File: src/hw/rtl/bhp_pkg.sv
// ----------------------------------------------------------------------------
// bhp_pkg
// Shared types and constants of the bitmap header parser: status codes,
// header byte positions, valid header sizes and the result record.
// ----------------------------------------------------------------------------
package bhp_pkg;

  // Result status codes.
  typedef enum logic [2:0] {
    ST_OK         = 3'd0,
    ST_TRUNC      = 3'd1,
    ST_BAD_SIZE   = 3'd2,
    ST_BAD_PLANES = 3'd3,
    ST_BAD_BPP    = 3'd4,
    ST_COMPRESSED = 3'd5
  } bhp_status_t;

  // Byte positions at which a decision is taken.
  localparam logic [5:0] POS_SIZE_LAST = 6'd17;
  localparam logic [5:0] POS_CORE_LAST = 6'd25;
  localparam logic [5:0] POS_INFO_LAST = 6'd53;

  // DIB header sizes.
  localparam logic [31:0] HS_CORE      = 32'd12;
  localparam logic [31:0] HS_CORE_OS2  = 32'd64;
  localparam logic [31:0] HS_INFO      = 32'd40;
  localparam logic [31:0] HS_INFO_V2   = 32'd52;
  localparam logic [31:0] HS_INFO_V3   = 32'd56;
  localparam logic [31:0] HS_INFO_V4   = 32'd108;
  localparam logic [31:0] HS_INFO_V5   = 32'd124;

  // Output tdata width: 323 payload bits rounded up to whole bytes.
  localparam int OUT_PAYLOAD_W = 323;
  localparam int OUT_TDATA_W   = 328;

  // One parse result.
  typedef struct packed {
    logic [31:0]        color_count;
    logic signed [31:0] vertical_ppm;
    logic signed [31:0] horizontal_ppm;
    logic [31:0]        image_size;
    logic [15:0]        pixel_bits;
    logic signed [31:0] img_height;
    logic signed [31:0] img_width;
    logic [31:0]        header_size;
    logic [31:0]        data_offset;
    logic [31:0]        file_bytes;
    logic [15:0]        sig_word;
    bhp_status_t        status;
  } bhp_result_t;

  // Byte request handed from the input register to the capture logic.
  typedef struct packed {
    logic       fire;
    logic [7:0] data_byte;
    logic       frame_end;
  } bhp_byte_req_t;

endpackage

File: src/hw/rtl/bhp_capture.sv
// ----------------------------------------------------------------------------
// bhp_capture
// Header field capture by byte position, layout selection and header
// checks. Produces at most one result per file.
// ----------------------------------------------------------------------------
module bhp_capture
  import bhp_pkg::*;
(
  input  logic          clk,
  input  logic          rst_n,
  input  bhp_byte_req_t req,
  output logic          res_valid,
  output bhp_result_t   res
);

  localparam logic [5:0] B_SIG     = 6'd0;
  localparam logic [5:0] B_FSIZE   = 6'd2;
  localparam logic [5:0] B_OFFSET  = 6'd10;
  localparam logic [5:0] B_HSIZE   = 6'd14;
  localparam logic [5:0] B_C_WIDTH = 6'd18;
  localparam logic [5:0] B_C_HEIGHT = 6'd20;
  localparam logic [5:0] B_C_BPP   = 6'd24;
  localparam logic [5:0] B_I_WIDTH = 6'd18;
  localparam logic [5:0] B_I_HEIGHT = 6'd22;
  localparam logic [5:0] B_I_PLANES = 6'd26;
  localparam logic [5:0] B_I_BPP   = 6'd28;
  localparam logic [5:0] B_I_COMP  = 6'd30;
  localparam logic [5:0] B_I_ISIZE = 6'd34;
  localparam logic [5:0] B_I_HRES  = 6'd38;
  localparam logic [5:0] B_I_VRES  = 6'd42;
  localparam logic [5:0] B_I_COLORS = 6'd46;

  // Little-endian byte insertion into a 32-bit field.
  function automatic logic [31:0] put32(logic [31:0] acc, logic [5:0] p,
                                        logic [5:0] base, logic [5:0] len,
                                        logic [7:0] b);
    logic [5:0]  off;
    logic [31:0] r;
    off = p - base;
    r   = acc;
    if (p >= base && p < base + len) begin
      r[{off[1:0], 3'b000} +: 8] = b;
    end
    return r;
  endfunction

  // Little-endian byte insertion into a 16-bit field.
  function automatic logic [15:0] put16(logic [15:0] acc, logic [5:0] p,
                                        logic [5:0] base, logic [7:0] b);
    logic [5:0]  off;
    logic [15:0] r;
    off = p - base;
    r   = acc;
    if (p >= base && p < base + 6'd2) begin
      r[{off[0], 3'b000} +: 8] = b;
    end
    return r;
  endfunction

  logic [5:0]  pos_r, pos_nxt;
  logic        core_r, core_nxt;
  logic        given_r, given_nxt;
  logic [15:0] sig_r, sig_nxt;
  logic [31:0] fsize_r, fsize_nxt;
  logic [31:0] offset_r, offset_nxt;
  logic [31:0] hsize_r, hsize_nxt;
  logic [31:0] width_r, width_nxt;
  logic [31:0] height_r, height_nxt;
  logic [15:0] planes_r, planes_nxt;
  logic [15:0] bpp_r, bpp_nxt;
  logic [31:0] comp_r, comp_nxt;
  logic [31:0] isize_r, isize_nxt;
  logic [31:0] hres_r, hres_nxt;
  logic [31:0] vres_r, vres_nxt;
  logic [31:0] colors_r, colors_nxt;

  // Captured values including the current byte, before a frame restart.
  logic [5:0]  cap_pos;
  logic        cap_core, cap_given;
  logic [15:0] cap_sig, cap_planes, cap_bpp;
  logic [31:0] cap_fsize, cap_offset, cap_hsize, cap_width, cap_height;
  logic [31:0] cap_comp, cap_isize, cap_hres, cap_vres, cap_colors;
  bhp_status_t st;
  logic        emit;
  logic        size_core, size_info, bpp_good;

  // Capture, decide and restart.
  always_comb begin
    cap_pos    = pos_r;
    cap_core   = core_r;
    cap_given  = given_r;
    cap_sig    = sig_r;
    cap_fsize  = fsize_r;
    cap_offset = offset_r;
    cap_hsize  = hsize_r;
    cap_width  = width_r;
    cap_height = height_r;
    cap_planes = planes_r;
    cap_bpp    = bpp_r;
    cap_comp   = comp_r;
    cap_isize  = isize_r;
    cap_hres   = hres_r;
    cap_vres   = vres_r;
    cap_colors = colors_r;
    st         = ST_OK;
    emit       = 1'b0;
    size_core  = 1'b0;
    size_info  = 1'b0;
    bpp_good   = 1'b0;

    if (req.fire && !given_r) begin
      cap_sig    = put16(sig_r, pos_r, B_SIG, req.data_byte);
      cap_fsize  = put32(fsize_r, pos_r, B_FSIZE, 6'd4, req.data_byte);
      cap_offset = put32(offset_r, pos_r, B_OFFSET, 6'd4, req.data_byte);
      cap_hsize  = put32(hsize_r, pos_r, B_HSIZE, 6'd4, req.data_byte);

      size_core = (cap_hsize == HS_CORE) || (cap_hsize == HS_CORE_OS2);
      size_info = (cap_hsize == HS_INFO) || (cap_hsize == HS_INFO_V2) ||
                  (cap_hsize == HS_INFO_V3) || (cap_hsize == HS_INFO_V4) ||
                  (cap_hsize == HS_INFO_V5);

      if (pos_r == POS_SIZE_LAST) begin
        // Header size decides the layout or ends the file at once.
        if (size_core) begin
          cap_core = 1'b1;
        end else if (!size_info) begin
          st   = ST_BAD_SIZE;
          emit = 1'b1;
        end
      end else if (pos_r > POS_SIZE_LAST) begin
        if (core_r) begin
          // Core layout: 16-bit fields, no checks.
          cap_width[15:0]  = put16(width_r[15:0], pos_r, B_C_WIDTH, req.data_byte);
          cap_height[15:0] = put16(height_r[15:0], pos_r, B_C_HEIGHT, req.data_byte);
          cap_bpp          = put16(bpp_r, pos_r, B_C_BPP, req.data_byte);
          if (pos_r == POS_CORE_LAST) begin
            emit = 1'b1;
          end
        end else begin
          // Info layout: full fields, then planes, bpp and compression checks.
          cap_width  = put32(width_r, pos_r, B_I_WIDTH, 6'd4, req.data_byte);
          cap_height = put32(height_r, pos_r, B_I_HEIGHT, 6'd4, req.data_byte);
          cap_planes = put16(planes_r, pos_r, B_I_PLANES, req.data_byte);
          cap_bpp    = put16(bpp_r, pos_r, B_I_BPP, req.data_byte);
          cap_comp   = put32(comp_r, pos_r, B_I_COMP, 6'd4, req.data_byte);
          cap_isize  = put32(isize_r, pos_r, B_I_ISIZE, 6'd4, req.data_byte);
          cap_hres   = put32(hres_r, pos_r, B_I_HRES, 6'd4, req.data_byte);
          cap_vres   = put32(vres_r, pos_r, B_I_VRES, 6'd4, req.data_byte);
          cap_colors = put32(colors_r, pos_r, B_I_COLORS, 6'd4, req.data_byte);
          bpp_good = (cap_bpp == 16'd1) || (cap_bpp == 16'd4) || (cap_bpp == 16'd8) ||
                     (cap_bpp == 16'd16) || (cap_bpp == 16'd24) || (cap_bpp == 16'd32);
          if (pos_r == POS_INFO_LAST) begin
            emit = 1'b1;
            if (cap_planes != 16'd1) begin
              st = ST_BAD_PLANES;
            end else if (!bpp_good) begin
              st = ST_BAD_BPP;
            end else if (cap_comp != 32'd0) begin
              st = ST_COMPRESSED;
            end
          end
        end
      end

      if (emit) begin
        cap_given = 1'b1;
      end else begin
        cap_pos = pos_r + 6'd1;
        // Frame ended before the header was complete.
        if (req.frame_end) begin
          st        = ST_TRUNC;
          emit      = 1'b1;
          cap_given = 1'b1;
        end
      end
    end

    // Next state: the end of a frame restarts the parser.
    if (req.fire && req.frame_end) begin
      pos_nxt    = '0;
      core_nxt   = 1'b0;
      given_nxt  = 1'b0;
      sig_nxt    = '0;
      fsize_nxt  = '0;
      offset_nxt = '0;
      hsize_nxt  = '0;
      width_nxt  = '0;
      height_nxt = '0;
      planes_nxt = '0;
      bpp_nxt    = '0;
      comp_nxt   = '0;
      isize_nxt  = '0;
      hres_nxt   = '0;
      vres_nxt   = '0;
      colors_nxt = '0;
    end else begin
      pos_nxt    = cap_pos;
      core_nxt   = cap_core;
      given_nxt  = cap_given;
      sig_nxt    = cap_sig;
      fsize_nxt  = cap_fsize;
      offset_nxt = cap_offset;
      hsize_nxt  = cap_hsize;
      width_nxt  = cap_width;
      height_nxt = cap_height;
      planes_nxt = cap_planes;
      bpp_nxt    = cap_bpp;
      comp_nxt   = cap_comp;
      isize_nxt  = cap_isize;
      hres_nxt   = cap_hres;
      vres_nxt   = cap_vres;
      colors_nxt = cap_colors;
    end
  end

  // Result record from the values captured so far.
  always_comb begin
    res_valid          = emit;
    res.status         = st;
    res.sig_word       = cap_sig;
    res.file_bytes     = cap_fsize;
    res.data_offset    = cap_offset;
    res.header_size    = cap_hsize;
    res.img_width      = cap_width;
    res.img_height     = cap_height;
    res.pixel_bits     = cap_bpp;
    res.image_size     = cap_isize;
    res.horizontal_ppm = cap_hres;
    res.vertical_ppm   = cap_vres;
    res.color_count    = cap_colors;
  end

  // Parser state registers.
  always_ff @(posedge clk) begin
    if (!rst_n) begin
      pos_r    <= '0;
      core_r   <= 1'b0;
      given_r  <= 1'b0;
      sig_r    <= '0;
      fsize_r  <= '0;
      offset_r <= '0;
      hsize_r  <= '0;
      width_r  <= '0;
      height_r <= '0;
      planes_r <= '0;
      bpp_r    <= '0;
      comp_r   <= '0;
      isize_r  <= '0;
      hres_r   <= '0;
      vres_r   <= '0;
      colors_r <= '0;
    end else begin
      pos_r    <= pos_nxt;
      core_r   <= core_nxt;
      given_r  <= given_nxt;
      sig_r    <= sig_nxt;
      fsize_r  <= fsize_nxt;
      offset_r <= offset_nxt;
      hsize_r  <= hsize_nxt;
      width_r  <= width_nxt;
      height_r <= height_nxt;
      planes_r <= planes_nxt;
      bpp_r    <= bpp_nxt;
      comp_r   <= comp_nxt;
      isize_r  <= isize_nxt;
      hres_r   <= hres_nxt;
      vres_r   <= vres_nxt;
      colors_r <= colors_nxt;
    end
  end

  // The position never runs past the last info header byte.
  a_pos_range: assert property (@(posedge clk) disable iff (!rst_n)
    pos_r <= POS_INFO_LAST)
    else $error("byte position beyond header end");

  // Once a file has its result, its remaining bytes give none.
  a_one_result: assert property (@(posedge clk) disable iff (!rst_n)
    (req.fire && given_r) |-> !res_valid)
    else $error("second result for one file");

  // The core layout is only chosen once the header size is complete.
  a_core_pos: assert property (@(posedge clk) disable iff (!rst_n)
    core_r |-> (pos_r > POS_SIZE_LAST))
    else $error("core layout flag set before header size byte");

  // A bad header size is reported on the last header size byte.
  a_bad_size_pos: assert property (@(posedge clk) disable iff (!rst_n)
    (res_valid && res.status == ST_BAD_SIZE) |-> (pos_r == POS_SIZE_LAST))
    else $error("bad size result at wrong byte");

  // The end of a frame restarts the parser at byte zero.
  a_restart: assert property (@(posedge clk) disable iff (!rst_n)
    (req.fire && req.frame_end) |=> (pos_r == '0 && !given_r && !core_r))
    else $error("parser did not restart after frame end");

endmodule

File: src/hw/rtl/bhp_out_stage.sv
// ----------------------------------------------------------------------------
// bhp_out_stage
// Result register of the parser. Holds one result until the receiver takes
// it and tells the upstream stage when it may advance.
// ----------------------------------------------------------------------------
module bhp_out_stage
  import bhp_pkg::*;
(
  input  logic        clk,
  input  logic        rst_n,
  input  logic        load,
  input  bhp_result_t res,
  output logic        advance,
  output logic        out_valid,
  input  logic        out_ready,
  output bhp_result_t out_res
);

  logic        valid_r, valid_nxt;
  bhp_result_t res_r;

  // The stage can take a new result when empty or when its result leaves.
  assign advance = !valid_r || out_ready;

  always_comb begin
    valid_nxt = valid_r;
    if (advance) begin
      valid_nxt = load;
    end
  end

  always_ff @(posedge clk) begin
    if (!rst_n) begin
      valid_r <= 1'b0;
    end else begin
      valid_r <= valid_nxt;
    end
  end

  // Payload register; no reset needed.
  always_ff @(posedge clk) begin
    if (advance && load) begin
      res_r <= res;
    end
  end

  assign out_valid = valid_r;
  assign out_res   = res_r;

endmodule

File: src/hw/rtl/bmp_header_parser_top.sv
// ----------------------------------------------------------------------------
// bmp_header_parser_top
// Bitmap file header and DIB header parser, one file byte per request.
// ----------------------------------------------------------------------------
// Usage:
//   The input stream carries one file byte per request in in_tdata; in_tlast
//   marks the last byte of a file. The parser captures the file header and
//   the DIB header by byte position and sends exactly one result request per
//   file on the output stream: the header fields and a status (ok, truncated,
//   bad header size, bad planes, bad bpp, compressed). Bytes after the result
//   and up to in_tlast are consumed without output.
//   The byte that completes a result passes the input register and the
//   capture logic; the result register then holds the result on out_tvalid.
//   Throughput: one byte per cycle while no result waits; the capture logic
//   handles each byte combinationally between the input and result registers.
//   Reset: rst_n clears the valid flags of both registers and all captured
//   fields; the parser then waits for byte 0 of a file, as after in_tlast.
//   Stall: while a result waits with out_tready low, a byte in the input
//   register is held unprocessed and in_tready is low until the result leaves.
// ----------------------------------------------------------------------------
module bmp_header_parser_top
  import bhp_pkg::*;
(
  input  logic                   clk,
  input  logic                   rst_n,
  // Input stream.
  input  logic                   in_tvalid,
  output logic                   in_tready,
  input  logic [7:0]             in_tdata,  // data_byte [7:0]
  input  logic                   in_tlast,  // frame_end
  // Result stream.
  output logic                   out_tvalid,
  input  logic                   out_tready,
  // From bit 0: status[2:0], sig_word[18:3], file_bytes[50:19],
  // data_offset[82:51], header_size[114:83], img_width[146:115],
  // img_height[178:147], pixel_bits[194:179], image_size[226:195],
  // horizontal_ppm[258:227], vertical_ppm[290:259], color_count[322:291],
  // zero fill[327:323].
  output logic [OUT_TDATA_W-1:0] out_tdata
);

  logic          stage_valid_r, stage_valid_nxt;
  logic [7:0]    stage_byte_r;
  logic          stage_last_r;
  logic          advance;
  logic          in_accept;
  logic          res_valid;
  bhp_result_t   res;
  bhp_result_t   out_res;
  bhp_byte_req_t req;

  // Input register: filled when empty or when its byte moves on.
  assign in_tready = !stage_valid_r || advance;
  assign in_accept = in_tvalid && in_tready;

  always_comb begin
    stage_valid_nxt = stage_valid_r;
    if (in_tready) begin
      stage_valid_nxt = in_tvalid;
    end
  end

  always_ff @(posedge clk) begin
    if (!rst_n) begin
      stage_valid_r <= 1'b0;
    end else begin
      stage_valid_r <= stage_valid_nxt;
    end
  end

  always_ff @(posedge clk) begin
    if (in_accept) begin
      stage_byte_r <= in_tdata;
      stage_last_r <= in_tlast;
    end
  end

  // A byte is processed when the result register can take its outcome.
  assign req.fire      = stage_valid_r && advance;
  assign req.data_byte = stage_byte_r;
  assign req.frame_end = stage_last_r;

  bhp_capture u_capture (
    .clk       (clk),
    .rst_n     (rst_n),
    .req       (req),
    .res_valid (res_valid),
    .res       (res)
  );

  bhp_out_stage u_out_stage (
    .clk       (clk),
    .rst_n     (rst_n),
    .load      (res_valid),
    .res       (res),
    .advance   (advance),
    .out_valid (out_tvalid),
    .out_ready (out_tready),
    .out_res   (out_res)
  );

  // Pack the result, last struct field (status) in the lowest bits.
  assign out_tdata = {{(OUT_TDATA_W - OUT_PAYLOAD_W){1'b0}}, out_res};

endmodule

File: config.mk
export PLATFORM = sky130hd
export DESIGN_NAME = bmp_header_parser_top
export DESIGN_NICKNAME = d
export VERILOG_FILES = /design/src/hw/rtl/bhp_pkg.sv /design/src/hw/rtl/bhp_capture.sv /design/src/hw/rtl/bhp_out_stage.sv /design/src/hw/rtl/bmp_header_parser_top.sv
export SDC_FILE = /design/constraint.sdc
export NUM_CORES = 1
export LEC_CHECK = 0
export BUFFER_PORTS_ARGS = -buffer_cell sky130_fd_sc_hd__buf_4
export CAP_MARGIN = 5
export CORE_MARGIN = 5
export CORE_UTILIZATION = 25
export DETAILED_ROUTE_END_ITERATION = 10
export PLACE_DENSITY = 0.39
export SLEW_MARGIN = 20
export SYNTH_ARGS = -nofsm -noshare
export SYNTH_HDL_FRONTEND = slang
export SYNTH_SLANG_ARGS = --single-unit
File: constraint.sdc
create_clock -name clk -period 40.3 [get_ports clk]
set_clock_uncertainty 0.2 [all_clocks]
set_input_delay 2.015 -clock clk [delete_from_list [all_inputs] [get_ports clk]]
set_output_delay 2.015 -clock clk [all_outputs]
set_load 0.1 [all_outputs]
==> results.tsv, run 1 <==
metric	value	unit
status	complete, no violations	
Req. time, crit path	40.37	ns
port bufs	337	
max-cap viol count	0	
crit-path cells	clkinv_1, ha_1, and4b_1, and2_0, a22oi_1, nor3_1, nor3_1, o31ai_1, o21ai_4, buf_12, buf_6, buf_4	
mean area per synthesized cell	11.4	µm²
ys async rst share	0	%
die area	110000	µm²
clock latency on the worst-skew pair	0.65	ns
Min-Delay Path Depth	2	
GPL Wtd Cong	0.839	
critical path data arrival time	7.61	ns
final hold viol count	0	
Critical Path Fanout Max	183	
post-DP HPWL	59400	µm
Worst-path clk slew	0.06	ns
row count	118	
cts repair resizes	0	
largest cells by area after synthesis	edfxtp_1, dfxtp_1, nand2_1, and2_1, o21ai_0	
Crit path largest cell delay	0.87	ns
leading area contributor after synthesis	edfxtp_1	
Mapped Cells	2271	
number of global-route vias before repair	18600	
CTS tree	yes	
R2R cell count	12	
Crit Path Class	flop to flop	
CP max-delay cell	dfxtp_1	
max-slew violation count	0	
EDFF count, synth	332	
grt ovf	0	
final setup vio count	0	
total CTS buffers	83	
CP Depth	12	
Syn. warnings	0	
Pre-antenna DRT Iters	5	
nets	2628	
Worst Path Buf+Inv	4	
clock tree buffer depth	3	
# IOs	343	
postcts setup bufs	0	
kind of cell adding the most delay to the critical path	buffers and inverters	
Min Hold Slack	0.257	ns
crit end category	flop	
layout cell share with drive strength beyond 1	20.4	%
relative slew slack	23.6	%
top post-synthesis cells by count	nand2_1, dfxtp_1, edfxtp_1	
DRC Markers	0	
TNS Setup	0	ns
area delta synth->final	26.4	%
Die Y	332	µm
pwr dens	49.7	nW/µm²
largest net degree at the start of global routing	184	
fin cells	4060	
crit path launch type	flop	
cell with the most instances after synthesis	nand2_1	
H-tree depth	3	
worst hold path type	flop to flop	
Synth top area share	38.5	%
DP Cell Count	3904	
GRT Util Overall	15.4	%
register area share after synthesis	67.7	%
via-per-instance ratio	4.49	
maximum VDD drop	0.0000280	V
DRT antenna net count	0	
Core Area	103000	µm²
Final Cycle Share	18.7	%
root buf cell	clkbuf_16	
FF+latch count, synth	710	
fill count	10500	
# hold bufs at CTS	0	
Netlist cell types	70	
vias post-DR	18200	
diode count	0	
unrepaired setup endpoints after global routing	no	
Sinks on Clock Net	710	
DR iter-0 viols	1349	
first-pass GRT wire length	128000	µm
Leak	0.0125	µW
post-synthesis cell area	25900	µm²
final wirelength	87800	µm
top_reg_cell synth	dfxtp_1	
DIE WIDTH	332	µm
fin crit period	7.54	ns
CP dominant cell by count	nor3_1	
fmax	0.133	GHz
Starting Density	25.1	%
initial antenna violation count	3	
worst-margin pin slew	1.15	ns
DR WL/cell	21.6	µm
-- layer usage --
| metal | wire length, µm | global-route usage [%] | vias to the layer above |
|---|---|---|---|
| met5 | 0 | 0 | - |
| met4 | 2500 | 5.20 | 0 |
| met3 | 4100 | 2.64 | 120 |
| met2 | 43300 | 26.7 | 500 |
| met1 | 37900 | 19.5 | 9019 |
| li1 | - | - | 8603 |
-- layout by cell type, fill, tap and decap left out, types with 4 or more instances in the layout --
master       n
nand4_1      8
a21oi_1     97
ha_1         6
bufinv_16    5
or4_1       11
a22oi_1     37
clkbuf_16   84
nand2_1    501
nor2b_1      4
inv_1        7
nor3_1      20
clkinv_2    10
and3_1       6
o21ai_1      4
nor2_1      88
clkbuf_1    29
and4b_1      6
buf_4      366
and2_1     267
dfxtp_1    378
edfxtp_1   332
mux2i_1     20
a211oi_1     4
o21ai_0    156
a22o_1      56
nand3_1     21
clkinv_1     9
o22ai_1      4
mux2_2      33
clkbuf_8     9
conb_1       5
inv_16       4
nor4_1       8
-- worst register-to-register path, stage by stage, from the launching register on --
cell      delay [ns]
dfxtp_1         0.87
clkinv_1        0.54
ha_1            0.61
and4b_1         0.65
and2_0          0.45
a22oi_1         0.55
nor3_1          0.10
nor3_1          0.48
o31ai_1         0.25
o21ai_4         0.12
buf_12          0.76
buf_6           0.76
buf_4           0.75
-- kinds of logic after synthesis --
family                     share of synthesized area [%]
AOI/OAI and AO/OA                                   9.40
muxes                                               2.30
and+or+nand+nor                                     18.1
buffers and inverters                               2.04
other                                             0.0145
xor gates and xnor gates                           0.135
adders and majority gates                          0.290
DFF                                                 67.7
-- worst paths after layout --
kind	start	endpoint	slack [ns]
setup reg to reg	u_capture.pos_r[0]	u_out_stage.out_res[43]	32.76
hold / removal	u_capture.isize_r[12]	u_capture.isize_r[12]	0.26
hold reg to reg	u_capture.isize_r[12]	u_capture.isize_r[12]	0.26
setup / recovery	u_capture.pos_r[0]	u_out_stage.out_res[43]	32.76
-- report_power, final --
group / switching [µW] / internal, µW / total [µW]
Combinational: 95.4 / 16.2 / 112
Sequential: 6.11 / 762 / 768
Clock: 309 / 438 / 747
Total: 410 / 1220 / 1630
-- state kept, by name, summed over array words and instances, names as in the netlist, 6 cells and up --
signal,cells
u_capture.comp_r,32
u_capture.vres_r,32
stage_byte_r,8
u_capture.fsize_r,32
u_capture.width_r,32
u_out_stage.out_res,323
u_capture.pos_r,6
u_capture.offset_r,32
u_capture.colors_r,32
u_capture.hsize_r,32
u_capture.height_r,32
u_capture.planes_r,16
u_capture.sig_r,16
u_capture.isize_r,32
u_capture.hres_r,32
u_capture.bpp_r,16
-- final cells by class --
class	instances	area [µm²]	area share (%)
flip-flops and latches	710	17500	53.6
inverters	9	33.8	0.103
well taps	1380	1730	5.28
repair buffers	368	2780	8.50
clock inverters	34	370	1.13
clock buffers	122	2330	7.14
multi-input cells	1437	7930	24.2
-- per-stage QoR --
stage	total power (µW)	cell area [µm²]	utilization [%]	setup WS, ns
after floorplan	874	25900	-	13.53
after global placement	897	30000	29.1	32.70
after detailed placement	897	30000	29.1	32.31
after CTS	1660	32700	31.7	32.24
after global routing	1690	32700	31.7	32.12
final	1630	32700	31.7	32.76
No activity file was read; power rests on OpenSTA's default activity.
==> run 2, diff against run 1 <==
--- a/config.mk
+++ b/config.mk
@@ -10,7 +10,7 @@
 export CORE_MARGIN = 5
 export CORE_UTILIZATION = 25
 export DETAILED_ROUTE_END_ITERATION = 10
-export PLACE_DENSITY = 0.39
+export PLACE_DENSITY = 0.4
 export SLEW_MARGIN = 20
 export SYNTH_ARGS = -nofsm -noshare
 export SYNTH_HDL_FRONTEND = slang
==> constraint.sdc (replaced) <==
create_clock -name clk -period 6.3 [get_ports clk]
set_clock_uncertainty 0.2 [all_clocks]
set_input_delay 0.315 -clock clk [delete_from_list [all_inputs] [get_ports clk]]
set_output_delay 0.315 -clock clk [all_outputs]
set_load 0.1 [all_outputs]
==> run 2 against run 1 <==
  * Combinational power rose to 6.5 times the previous value
  * First-iteration DRC count fell by 0.89%
  * Hold slack got worse by 0.12 ns
  * Clock-buffer cell count fell by 20
  * Non-clock buffer count rose by 14
==> results.tsv, run 2 (same netlist as run 1, synthesis figures left out) <==
metric	value	unit
worst reg2reg path endpoint	u_out_stage.out_valid	
initial antenna violation count	2	
post-route setup slack	0.434	ns
DR iter-0 viols	1337	
Critical R2R Launch	u_capture.pos_r[0]	
crit path launch type	flop	
most frequent cells in the layout	nand2_1, dfxtp_1, buf_4	
Req. time, crit path	6.61	ns
largest net degree at the start of global routing	161	
critical path launch point	u_capture.pos_r[0]	
crit-path cells	clkinv_1, ha_1, and4b_2, and2_0, a22oi_1, nor3_1, nor4b_4, o31ai_1, o21ai_4, buf_12, o21a_1, dlygate4sd3_1	
Min-Delay Path Depth	4	
DRT antenna net count	0	
top sig layer	met5	
DRC Markers	0	
GRT Util Overall	15.2	%
status	complete, no violations	
max-cap viol count	0	
clock latency on the worst-skew pair	0.63	ns
Die Y	332	µm
fmax	0.170	GHz
root buf cell	clkbuf_16	
layout cell share with drive strength beyond 1	20.8	%
Pwr Total	10400	µW
Largest register FFs	323	
Logic pwr share	6.9	%
CP Depth	12	
pwr dens	317	nW/µm²
worst hold path type	primary input to flop	
kind of cell adding the most delay to the critical path	compound AO/OA/AOI/OAI gates	
unrepaired setup endpoints after global routing	no	
final core utilization	31.9	%
DR WL/cell	21.5	µm
worst-margin pin slew	1.08	ns
CTS tree	yes	
critical path data arrival time	6.18	ns
area delta synth->final	27.1	%
grt ovf	0	
CP max-delay cell	o31ai_1	
Internal Power	7870	µW
most common library cell in the layout ignoring fill and taps	nand2_1	
DIE WIDTH	332	µm
Sw Ratio	24.6	%
vias post-DR	18400	
final wirelength	87600	µm
post-DP HPWL	59900	µm
metal3 WL	3900	µm
Sinks on Clock Net	710	
Final Cycle Share	93.1	%
Met1 Wirelength	38400	µm
Worst Setup EP	u_out_stage.out_valid	
R2R cell count	12	
Critical Path Fanout Max	160	
GPL Wtd Cong	0.823	
first-pass GRT wire length	126000	µm
Reg2Reg Setup Slack	0.43	ns
die area	110000	µm²
maximum VDD drop	0.000172	V
# IOs	343	
port bufs	337	
relative slew slack	27.7	%
Pre-antenna DRT Iters	6	
Met2 Wirelength	42200	µm
row count	118	
Clk pwr share	45.9	%
Starting Density	25.1	%
max-slew violation count	0	
Leak	0.0126	µW
fin crit period	5.87	ns
diode count	0	
pre-CTS setup slack	0.802	ns
clock tree buffer depth	3	
total CTS buffers	80	
crit end category	flop	
postcts setup bufs	0	
nets	2639	
number of global-route vias before repair	18300	
share of power burned in registers	47.2	%
H-tree depth	3	
Core Area	103000	µm²
Crit path largest cell delay	0.78	ns
Sw Pwr	2560	µW
Worst-path clk slew	0.06	ns
Worst Path Buf+Inv	3	
final setup vio count	0	
Crit Path Class	flop to flop	
final hold viol count	0	
via-per-instance ratio	4.53	
-- run 2: how the worst min path moves through the flow --
stage / from / endpoint / slack [ns]
2_1_floorplan: in_tdata[0] / stage_byte_r[0] / 0.21
3_3_place_gp: u_capture.given_r / u_capture.given_r / 0.23
3_5_place_dp: u_capture.given_r / u_capture.given_r / 0.25
4_1_cts: in_tdata[3] / stage_byte_r[3] / 0.18
5_1_grt: out_tready / u_capture.given_r / 0.16
6_report: out_tready / u_capture.given_r / 0.14
-- run 2: timing repair --
item,CTS,global route
hold buffers,14,0
setup endpoints to repair,0,1
gates resized for setup,0,1
hold endpoints to repair,11,0
-- run 2: area by class of cell --
class | instances | area [µm²]
timing repair buffer | 382 | 2950
clock inverter | 44 | 483
clock buffer | 102 | 2200
inverter | 9 | 40.0
sequential | 710 | 17500
tap | 1380 | 1730
fill | 10400 | 70300
multi-input combinational | 1437 | 7980
-- run 2: power by group through the flow --
stage	Combinational [µW]	Clock (µW)	Sequential [µW]
2_1_floorplan	150	0	5390
3_3_place_gp	718	0	5020
3_5_place_dp	722	0	5020
4_1_cts	730	4950	4920
5_1_grt	749	5120	4920
6_report	723	4790	4920
-- run 2: metrics by stage --
step                      hold WS, ns  std cells  TNS (ns)  instance area (µm²)
after global placement          0.230       3903         0                30100
after CTS                       0.183       4063         0                32900
final                           0.136       4064         0                32900
after detailed placement        0.247       3903         0                30100
after global routing            0.160       4064         0                32900
after floorplan                 0.214       2275   -250.99                26000
-- run 2: routing by layer --
metal | up-vias | track usage (%)
met3 | 140 | 2.51
li1 | 8607 | -
met4 | 2 | 5.91
met1 | 9165 | 19.7
met2 | 501 | 25.5
met5 | - | 0
-- run 2: worst reg2reg max path, cell delays in order (launching register included) --
cell	delay, ns
dfxtp_1	0.34
clkinv_1	0.29
ha_1	0.63
and4b_2	0.60
and2_0	0.40
a22oi_1	0.28
nor3_1	0.37
nor4b_4	0.10
o31ai_1	0.78
o21ai_4	0.44
buf_12	0.43
o21a_1	0.35
dlygate4sd3_1	0.54
